`config.mk`:
```
export PLATFORM = sky130hd
export DESIGN_NAME = sensor_command_parser_core_flat
export DESIGN_NICKNAME = d
export VERILOG_FILES = /design/src/rtl/core/scp_pkg.sv /design/src/rtl/core/scp_if.sv /design/src/rtl/core/sensor_command_parser_core.sv /design/src/rtl/core/scp_parse.sv /design/src/flat_wrapper.sv
export VERILOG_INCLUDE_DIRS = /design/src /design/src/rtl/core
export SDC_FILE = /design/constraint.sdc
export NUM_CORES = 1
export LEC_CHECK = 0
export BUFFER_PORTS_ARGS = -buffer_cell sky130_fd_sc_hd__buf_2
export CORE_AREA = 2 2 94 105
export DETAILED_ROUTE_END_ITERATION = 12
export DIE_AREA = 0 0 96 107
export PLACE_DENSITY = 0.66
export SLEW_MARGIN = 25
export SYNTH_ARGS = -nofsm -noshare
export SYNTH_HDL_FRONTEND = slang
export SYNTH_HIERARCHICAL = 1
export SYNTH_SLANG_ARGS = --single-unit
export TNS_END_PERCENT = 20
```
`constraint.sdc`:
```
create_clock -name clk -period 3.5 [get_ports clk]
set_input_delay 0.525 -clock clk [delete_from_list [all_inputs] [get_ports clk]]
set_output_delay 0.525 -clock clk [all_outputs]
set_load 0.03 [all_outputs]
```
`src/rtl/core/assert_macros.svh`:
```
// Assertion macros used by the sensor command parser RTL.
// Defining SYNTH turns every macro into an empty body for synthesis.
`ifndef ASSERT_MACROS_SVH
`define ASSERT_MACROS_SVH
`ifndef SYNTH
// Property that must hold at every clock edge out of reset.
`define SCP_ASSERT(label, clk, rst_n, prop, msg) \
	label: assert property (@(posedge clk) disable iff (!rst_n) (prop)) else $error(msg);
// Same-cycle implication.
`define SCP_ASSERT_IMP(label, clk, rst_n, ante, cons, msg) \
	label: assert property (@(posedge clk) disable iff (!rst_n) (ante) |-> (cons)) \
		else $error(msg);
// Next-cycle implication.
`define SCP_ASSERT_NXT(label, clk, rst_n, ante, cons, msg) \
	label: assert property (@(posedge clk) disable iff (!rst_n) (ante) |=> (cons)) \
		else $error(msg);
`else
`define SCP_ASSERT(label, clk, rst_n, prop, msg)
`define SCP_ASSERT_IMP(label, clk, rst_n, ante, cons, msg)
`define SCP_ASSERT_NXT(label, clk, rst_n, ante, cons, msg)
`endif
`endif

```
`src/rtl/core/scp_pkg.sv`:
```
// Types, character constants and prefix match functions of the sensor command parser.
// No dependencies; used by the interfaces, scp_parse and the top level.
`timescale 1ns / 1ps
package scp_pkg;

	typedef logic [7:0]  char_t;
	typedef logic [3:0]  target_t;
	typedef logic [15:0] value_t;

	// Result of one byte step: emit marks a finished, matched frame
	typedef struct packed {
		logic    emit;
		target_t target;
		value_t  value;
	} result_t;

	// Target codes
	localparam target_t TGT_B1   = 4'd0;
	localparam target_t TGT_FM   = 4'd4;
	localparam target_t TGT_DW   = 4'd5;
	localparam target_t TGT_KE1  = 4'd6;
	localparam target_t TGT_KE2  = 4'd7;
	localparam target_t TGT_IN5  = 4'd8;
	localparam target_t TGT_IN6  = 4'd9;
	localparam target_t TGT_IN8  = 4'd10;
	localparam target_t NO_MATCH = 4'd15;

	// ASCII characters
	localparam char_t CHAR_0 = 8'h30;
	localparam char_t CHAR_1 = 8'h31;
	localparam char_t CHAR_2 = 8'h32;
	localparam char_t CHAR_4 = 8'h34;
	localparam char_t CHAR_5 = 8'h35;
	localparam char_t CHAR_6 = 8'h36;
	localparam char_t CHAR_8 = 8'h38;
	localparam char_t CHAR_9 = 8'h39;
	localparam char_t CHAR_B = 8'h42;
	localparam char_t CHAR_D = 8'h44;
	localparam char_t CHAR_E = 8'h45;
	localparam char_t CHAR_F = 8'h46;
	localparam char_t CHAR_I = 8'h49;
	localparam char_t CHAR_K = 8'h4B;
	localparam char_t CHAR_M = 8'h4D;
	localparam char_t CHAR_N = 8'h4E;
	localparam char_t CHAR_W = 8'h57;

	// Two-character prefixes: B1..B4, FM, DW
	function automatic target_t match_two(input char_t a, input char_t b);
		target_t code;
		code = NO_MATCH;
		if (a == CHAR_B && b >= CHAR_1 && b <= CHAR_4)
			code = TGT_B1 + target_t'(b - CHAR_1);
		else if (a == CHAR_F && b == CHAR_M)
			code = TGT_FM;
		else if (a == CHAR_D && b == CHAR_W)
			code = TGT_DW;
		return code;
	endfunction

	// Three-character prefixes: KE1, KE2, IN5, IN6, IN8
	function automatic target_t match_three(input char_t a, input char_t b, input char_t c);
		target_t code;
		code = NO_MATCH;
		if (a == CHAR_K && b == CHAR_E) begin
			if (c == CHAR_1)
				code = TGT_KE1;
			else if (c == CHAR_2)
				code = TGT_KE2;
		end else if (a == CHAR_I && b == CHAR_N) begin
			if (c == CHAR_5)
				code = TGT_IN5;
			else if (c == CHAR_6)
				code = TGT_IN6;
			else if (c == CHAR_8)
				code = TGT_IN8;
		end
		return code;
	endfunction

	function automatic logic is_digit(input char_t b);
		return (b >= CHAR_0) && (b <= CHAR_9);
	endfunction

endpackage

```
`src/rtl/core/scp_if.sv`:
```
// Valid/ready channel interfaces of the sensor command parser: command bytes in, results out.
// Depends on scp_pkg.
`timescale 1ns / 1ps
interface scp_byte_if;
	import scp_pkg::*;
	logic  valid;
	logic  ready;
	char_t cmd_byte;
	modport source (output valid, output cmd_byte, input ready);
	modport sink (input valid, input cmd_byte, output ready);
endinterface

interface scp_result_if;
	import scp_pkg::*;
	logic    valid;
	logic    ready;
	target_t target;
	value_t  value;
	modport source (output valid, output target, output value, input ready);
	modport sink (input valid, input target, input value, output ready);
endinterface

```
`src/rtl/core/sensor_command_parser_core.sv`:
```
// Sensor command parser: fixed-length ASCII command frames in, (target, value) results out.
//
// Usage:
//   cmd (sink): one raw frame byte per transaction; FRAME_BYTES bytes make a frame.
//   res (source): one transaction per frame whose 2- or 3-character prefix matched,
//     carrying the target code and the decimal value after the prefix (mod 65536).
//   Frames with an unknown prefix produce no transaction.
// Timing:
//   A byte is held in an input register. The frame state update from it and, on the
//   last byte of a matched frame, the load of the output register happen at the same
//   edge, so a result passes the input register and then the output register.
//   Throughput is one byte per cycle unless a second result waits behind a blocked one.
// Stalls:
//   While a result waits in the output register, bytes that produce no result keep
//   flowing; only a second result behind it holds cmd.ready low until res.ready.
// Reset:
//   arst_n clears the frame position, the match state, the accumulator and both
//   valid flags; the first byte after reset starts a new frame.
// Depends on scp_pkg, scp_if, scp_parse and assert_macros.svh.
`timescale 1ns / 1ps
`include "assert_macros.svh"
module sensor_command_parser_core #(
	parameter int FRAME_BYTES = 8
) (
	input logic          clk,
	input logic          arst_n,
	scp_byte_if.sink     cmd,
	scp_result_if.source res
);
	import scp_pkg::*;

	logic    valid_s1;
	char_t   byte_s1;
	logic    res_valid_q;
	target_t target_q;
	value_t  value_q;

	result_t step_res;
	logic    out_free;
	logic    s1_go;
	logic    in_acc;

	// Handshake: stage 1 moves on unless it carries a result with nowhere to go
	assign out_free = !res_valid_q || res.ready;
	assign s1_go    = valid_s1 && (!step_res.emit || out_free);
	assign cmd.ready = !valid_s1 || s1_go;
	assign in_acc   = cmd.valid && cmd.ready;

	// Input register
	always_ff @(posedge clk or negedge arst_n) begin
		if (!arst_n)
			valid_s1 <= 1'b0;
		else if (in_acc)
			valid_s1 <= 1'b1;
		else if (s1_go)
			valid_s1 <= 1'b0;
	end

	always_ff @(posedge clk) begin
		if (in_acc)
			byte_s1 <= cmd.cmd_byte;
	end

	scp_parse #(
		.FRAME_BYTES(FRAME_BYTES)
	) u_parse (
		.clk     (clk),
		.arst_n  (arst_n),
		.step    (s1_go),
		.cmd_byte(byte_s1),
		.res     (step_res)
	);

	// Output register
	always_ff @(posedge clk or negedge arst_n) begin
		if (!arst_n)
			res_valid_q <= 1'b0;
		else if (s1_go && step_res.emit)
			res_valid_q <= 1'b1;
		else if (res.ready)
			res_valid_q <= 1'b0;
	end

	always_ff @(posedge clk) begin
		if (s1_go && step_res.emit) begin
			target_q <= step_res.target;
			value_q  <= step_res.value;
		end
	end

	assign res.valid  = res_valid_q;
	assign res.target = target_q;
	assign res.value  = value_q;

	// Checks
	`SCP_ASSERT_NXT(a_s1_hold, clk, arst_n, valid_s1 && !s1_go, valid_s1 && $stable(byte_s1), "stalled byte lost or changed")
	`SCP_ASSERT_IMP(a_blocked_in, clk, arst_n, valid_s1 && step_res.emit && res_valid_q && !res.ready, !cmd.ready, "byte taken while a result is blocked")
	`SCP_ASSERT_IMP(a_target_range, clk, arst_n, res_valid_q, target_q <= TGT_IN8, "result with an unknown target")
	`SCP_ASSERT_NXT(a_load_visible, clk, arst_n, s1_go && step_res.emit, res_valid_q && value_q == $past(step_res.value), "result not loaded")

endmodule

```
`src/rtl/core/scp_parse.sv`:
```
// Frame state of the sensor command parser: byte position, prefix match, digit accumulator.
// Depends on scp_pkg.
`timescale 1ns / 1ps
module scp_parse #(
	parameter int FRAME_BYTES = 8
) (
	input  logic             clk,
	input  logic             arst_n,
	input  logic             step,
	input  scp_pkg::char_t   cmd_byte,
	output scp_pkg::result_t res
);
	import scp_pkg::*;

	localparam int POS_W = $clog2(FRAME_BYTES);
	localparam logic [POS_W-1:0] LAST_POS = POS_W'(FRAME_BYTES - 1);

	logic [POS_W-1:0] pos_q;
	char_t            first_q;
	char_t            second_q;
	target_t          match_q;
	logic             done_q;
	value_t           acc_q;

	target_t match_d;
	logic    done_d;
	value_t  acc_d;
	value_t  acc_step;
	logic    last_byte;

	// value * 10 + digit, wrapping at 16 bits
	assign acc_step = {acc_q[12:0], 3'b000} + {acc_q[14:0], 1'b0} + {12'd0, cmd_byte[3:0]};
	assign last_byte = (pos_q == LAST_POS);

	// Next frame state for the byte at hand
	always_comb begin
		match_d = match_q;
		done_d  = done_q;
		acc_d   = acc_q;
		if (pos_q == '0) begin
			match_d = NO_MATCH;
			done_d  = 1'b0;
			acc_d   = '0;
		end else if (pos_q == POS_W'(1)) begin
			match_d = match_two(first_q, cmd_byte);
		end else if (pos_q == POS_W'(2) && match_q == NO_MATCH) begin
			match_d = match_three(first_q, second_q, cmd_byte);
		end else if (match_q != NO_MATCH && !done_q) begin
			if (is_digit(cmd_byte))
				acc_d = acc_step;
			else
				done_d = 1'b1;
		end
	end

	assign res.emit   = last_byte && (match_d != NO_MATCH);
	assign res.target = match_d;
	assign res.value  = acc_d;

	// State update, one byte per step
	always_ff @(posedge clk or negedge arst_n) begin
		if (!arst_n) begin
			pos_q    <= '0;
			first_q  <= '0;
			second_q <= '0;
			match_q  <= NO_MATCH;
			done_q   <= 1'b0;
			acc_q    <= '0;
		end else if (step) begin
			pos_q   <= last_byte ? '0 : pos_q + POS_W'(1);
			match_q <= match_d;
			done_q  <= done_d;
			acc_q   <= acc_d;
			if (pos_q == '0)
				first_q <= cmd_byte;
			if (pos_q == POS_W'(1))
				second_q <= cmd_byte;
		end
	end

endmodule

```
`src/flat_wrapper.sv`:
```
// flat-port wrapper written by rule: the top's interface ports become plain ports
module sensor_command_parser_core_flat import scp_pkg::*;
#(
	parameter int FRAME_BYTES = 8
)
  (clk, arst_n, cmd_valid, cmd_cmd_byte, cmd_ready, res_valid, res_target, res_value, res_ready);
  scp_byte_if cmd_i ();
  scp_result_if res_i ();
  input logic clk;
  input logic arst_n;
  input wire logic [$bits(cmd_i.valid)-1:0] cmd_valid;
  input wire logic [$bits(cmd_i.cmd_byte)-1:0] cmd_cmd_byte;
  output wire logic [$bits(cmd_i.ready)-1:0] cmd_ready;
  output wire logic [$bits(res_i.valid)-1:0] res_valid;
  output wire logic [$bits(res_i.target)-1:0] res_target;
  output wire logic [$bits(res_i.value)-1:0] res_value;
  input wire logic [$bits(res_i.ready)-1:0] res_ready;
  assign cmd_i.valid = cmd_valid;
  assign cmd_i.cmd_byte = cmd_cmd_byte;
  assign cmd_ready = cmd_i.ready;
  assign res_valid = res_i.valid;
  assign res_target = res_i.target;
  assign res_value = res_i.value;
  assign res_i.ready = res_ready;
  sensor_command_parser_core #(.FRAME_BYTES(FRAME_BYTES)) u_core (.clk(clk), .arst_n(arst_n), .cmd(cmd_i), .res(res_i));
endmodule
```
== Word level (Yosys, flattened, before mapping) ==
Cells that the tools add are included.
Storage, ports and cells
  output and inout port bits: 22
  register bits after elaboration: 70
  input port bits: 12
  word-level logic and storage cells: 97
Operators by class
  reduce and logical (&&, ||, !) cells: 27
  $add $sub $neg: 4
  mux-type cells: 28
  equality and inequality tests: 23
  $lt $le $gt $ge: 4
Operator list (count)
  $mux 16: 5
  $eq 8x7->1 const B: 9
  $eq 8x6->1 const B: 5
  $mux 4: 9
  $add 16x16->16: 1
  $add 16x4->16: 1
  $ge 8x6->1 const B: 2
  $le 8x6->1 const B: 2
  $mux 3: 5
  $logic_and 1x1->1: 13
  $mux 1: 9
  $ne 4x4->1 const B: 2
  $ne 2x2->1 const B: 3
  $reduce_bool 2->1: 3
  $reduce_and 5->1: 1
  $eq 4x4->1 const B: 1
  $logic_not 1->1: 4
  $reduce_and 2->1: 2
  $sub 4x1->4 const B: 1
  $add 3x1->3 const B: 1
  $eq 3x1->1 const B: 1
  $eq 3x2->1 const B: 1
  $eq 3x3->1 const B: 1
  $logic_not 3->1: 1
  $logic_or 1x1->1: 3

== Longest topological paths before layout ==
  depth after elaboration: 17
  mapped depth: 14
  mapped depth without buffers: 12

== By module ==
Netlist, hierarchy kept.
Modules (own cells, without submodules)
  scp_parse: area each 3251.9 um2, seq. area each 1006.0 um2, times used 1, cells an instance 363
  sensor_command_parser_core: area each 958.4 um2, seq. area each 890.9 um2, times used 1, cells an instance 38

== Worst setup path before layout ==
OpenSTA, ideal clock, no wires.
  path type: reg-to-reg
  start: reg u_core.u_parse.first_q[5]
  end: reg u_core.target_q[0], in the netlist u_core/res.target[0], enable pin
  data required time: 3.103 ns
  arrival time: 2.905 ns
  library setup time: 0.397 ns
  setup slack: 0.199 ns
  path buffers: 0
  cell stages (with the launch flop): 9
  period minus slack after synthesis: 3.301 ns
  path through: dfrtp_1 > or4b_4 > nor4_4 > nand3_1 > o31a_1 > a211oi_2 > o31a_1 > nand2_1 > nor2_1
RTL lines
  from (decl): RTL line scp_parse.sv:19  | char_t first_q;
  from (signal assigned): RTL line scp_parse.sv:75  | first_q <= cmd_byte;
  to (signal assigned): RTL line sensor_command_parser_core.sv:86  | target_q <= step_res.target;
  to (decl): RTL line sensor_command_parser_core.sv:35  | target_t target_q;

==> metrics <==
Required @ worst endpoint between 2 and 3 ns; max-slew violation total from the final report 0; path type of the worst setup path reg2out; Crit-path slowest cell sky130_fd_sc_hd__edfxtp_1; CTS Root Buffer Type sky130_fd_sc_hd__clkbuf_8; Commonest cells post-synth sky130_fd_sc_hd__nand2_1, sky130_fd_sc_hd__dfrtp_1, sky130_fd_sc_hd__ha_1; Worst Hold Slack around 0.16 ns; total of buffers placed on input and output ports 33; Max transition margin 53.8%; utilization of the core after routing between 50% and 60%; endpoint type of the worst setup path output pin; area added between synthesis and finish 15.1%; slew at the pin closest to its max-slew limit 0.692 ns; share of layout cells above drive strength 1 23.1%; detail-routed net length per standard cell 16.7 um; prevailing post-synth register cell sky130_fd_sc_hd__dfrtp_1; cells along the critical path inv_2, ha_2, or3b_2, nand4b_1, o21bai_1, a31oi_1, nand2_1, o31a_1, nand4b_4, buf_4; number of maximum-capacitance constraint violations 0; ratio of final minimum period to clock period 96.3%; initial core utilization 45.7%; count of mapped cells out of synthesis 401; Worst path top cell family by delay simple AND/OR/NAND/NOR gates; Fmax achieved between 0.2 and 0.3 GHz; x dimension of the die 96 um; DR vias/cell 5.66; outcome complete, no violations; crit path DAT 2.84 ns; global-route wire length before repair 15.8 mm; number of violations reported at the end of detailed-routing iteration 0 142; Area contributors post-synth sky130_fd_sc_hd__dfrtp_1, sky130_fd_sc_hd__edfxtp_1, sky130_fd_sc_hd__ha_1, sky130_fd_sc_hd__nand2_1, sky130_fd_sc_hd__o21ai_0; Rows 37; count leader, synth sky130_fd_sc_hd__nand2_1; worst min-delay path class in2async; hold buffer count at CTS 0; worst-skew pair later-pin latency 0.34 ns; sequential element share of the synthesized area a little under half; die area 10300 um^2; number of nets in the layout 500; residual antenna-violating net count after detailed routing 0; H-Tree Depth 3; Detailed Place HPWL about 7 mm; biggest cell delay along the critical path 0.48 ns; number of I/O pins 34; setup repair after global routing missed its margin true; Final GP Congestion about 0.9; overall via count from detail_route approximately 3.2k; height of the chip 107 um; maximum clock insertion buffer count 2; unique cell type count in the Yosys netlist 63; Post-Synthesis Net Count 451; sinks on the clock net 70; largest area contributor in the netlist sky130_fd_sc_hd__dfrtp_1; remaining global-route overflow 0; Buf+Inv Stages, Crit Path 2; post-layout minimum cycle time 3.37 ns; number of remaining DRC errors 0; async set-or-reset flop fraction in the synthesized netlist 60.0%; Critical Path Start Type register; ratio of total power to cell area 510 nW/um^2; post-synthesis instance area 4210 um^2; final wirelength 9.56 mm; setup slack at placement 0.0276 ns; warnings from Yosys 6; flops & latches, synth 70; fraction of synthesized cell area taken by the top area cell type 22.6%; P_leak 2.08 nW; count of flip-flops with a built-in enable after synthesis 28; total clock buffers created by CTS 9; number of antenna violations at the first check in global routing 0; first-pass detailed-route iteration total 4; final setup violation count 0; maximum fanout encountered on the critical timing path 6; CTS tree yes; maximum number of pins on one net before global-route repair between 40 and 50; clock slew at reported path FFs about 0.08 ns; number of failing hold endpoints at the final stage 0; Setup WS post-layout 0.130 ns; IR Drop Worst-Case VDD 323 uV; Post-Route Skew 0.00961 ns; vias in the first global route 3180; area inside the core boundary 9210 um^2; Avg Inst Size Synth about 10 um^2; global routing usage summed across all routing layers 20.1%; number of inserted diodes 0
layout by cell type, fill, tap and decap left out, drive strengths merged, types with 9 or more instances in the layout:
master / synthesis / routed
ha: 36 / 36
edfxtp: 28 / 28
nor2: 14 / 14
dfrtp: 38 / 38
nand2: 50 / 50
clkbuf: 9 / 10
a21oi: 20 / 20
nor3: 14 / 14
o21ai: 31 / 31
inv: 15 / 15
xnor2: 9 / 9
buf: 5 / 52
mux2: 13 / 13
where the power goes:
| group | switching [mW] | internal [mW] | leakage, nW | total, mW |
|---|---|---|---|---|
| registers | 0.130 | 1.01 | 0.781 | 1.14 |
| clock network | 0.312 | 0.400 | 0.106 | 0.712 |
| logic | 0.354 | 0.261 | 1.19 | 0.615 |
routing by layer:
layer / vias to the layer above / track usage (%) / wire length, um
met5: - / 0 / 0
met4: 0 / 7.35 / 196
met3: 19 / 4.99 / 388
met2: 79 / 33.5 / 4910
met1: 1563 / 25.0 / 4070
li1: 1576 / - / -
registers in the layout, indices dropped and copies added, names as in the netlist:
signal and cells:
u_core/res.value 16, u_core/u_parse/pos_q 3, u_core/valid_s1 1, u_core/u_parse/second_q 8, u_core/res.valid 1, u_core/u_parse/match_q 4
u_core/res.target 4, u_core/u_parse/first_q 8, u_core/u_parse/done_q 1, u_core/u_parse/acc_q 16, u_core/byte_s1 8
kinds of logic (layout without fill, tap and decap cells):
group                    after synthesis  in the layout  synth area share, %
AND/OR/NAND/NOR                      142            142                 19.0
XOR/XNOR                              11             11                 2.29
AO/OA/AOI/OAI                         97             97                 15.5
multiplexers                          14             14                 3.71
adder cells (fa/ha/maj)               38             38                 11.6
buffers and inverters                 29             83                 2.79
flip-flops                            70             70                 45.1
final timing paths:
check / startpoint / end / slack [ns] / depth (start not counted)
setup / recovery: u_core/byte_s1[0] / cmd_ready / 0.13 / 10
hold / removal: arst_n / u_core/u_parse/acc_q[7] / 0.16 / 1
setup reg to reg: u_core/byte_s1[0] / u_core/u_parse/first_q[2] / 0.22 / 12
hold reg to reg: u_core/u_parse/acc_q[15] / u_core/u_parse/acc_q[15] / 0.49 / 2
max in group asynchronous: arst_n / u_core/u_parse/pos_q[1] / 2.94 / 1
min in group clk: cmd_cmd_byte[6] / u_core/byte_s1[6] / 0.36 / 1
metrics by stage:
step                instance area, um^2  setup TNS [ns]  instances  total power [mW]
floorplan                          4210               0        401              1.58
global placement                   4530               0        546              1.73
detailed placement                 4530               0        546              1.76
CTS                                4750               0        563              2.47
global route                       4850         -0.0520        572              2.62
finish                             4850               0        572              2.47
timing repair:
action | 4_1_cts | 5_1_grt
setup endpoints to repair | 1 | 15
setup buffers | 1 | 9
pin swaps | 0 | 5
resized for setup | 3 | 6
final cells by class:
| type | instances | area, um^2 |
|---|---|---|
| sequential | 70 | 1900 |
| fill | 849 | 4370 |
| inverter | 15 | 56.3 |
| clock inverter | 6 | 86.3 |
| multi-input combinational | 302 | 2220 |
| timing repair buffer | 52 | 313 |
| clock buffer | 10 | 128 |
| tap | 117 | 146 |
No activity file was read; power rests on OpenSTA's default activity.
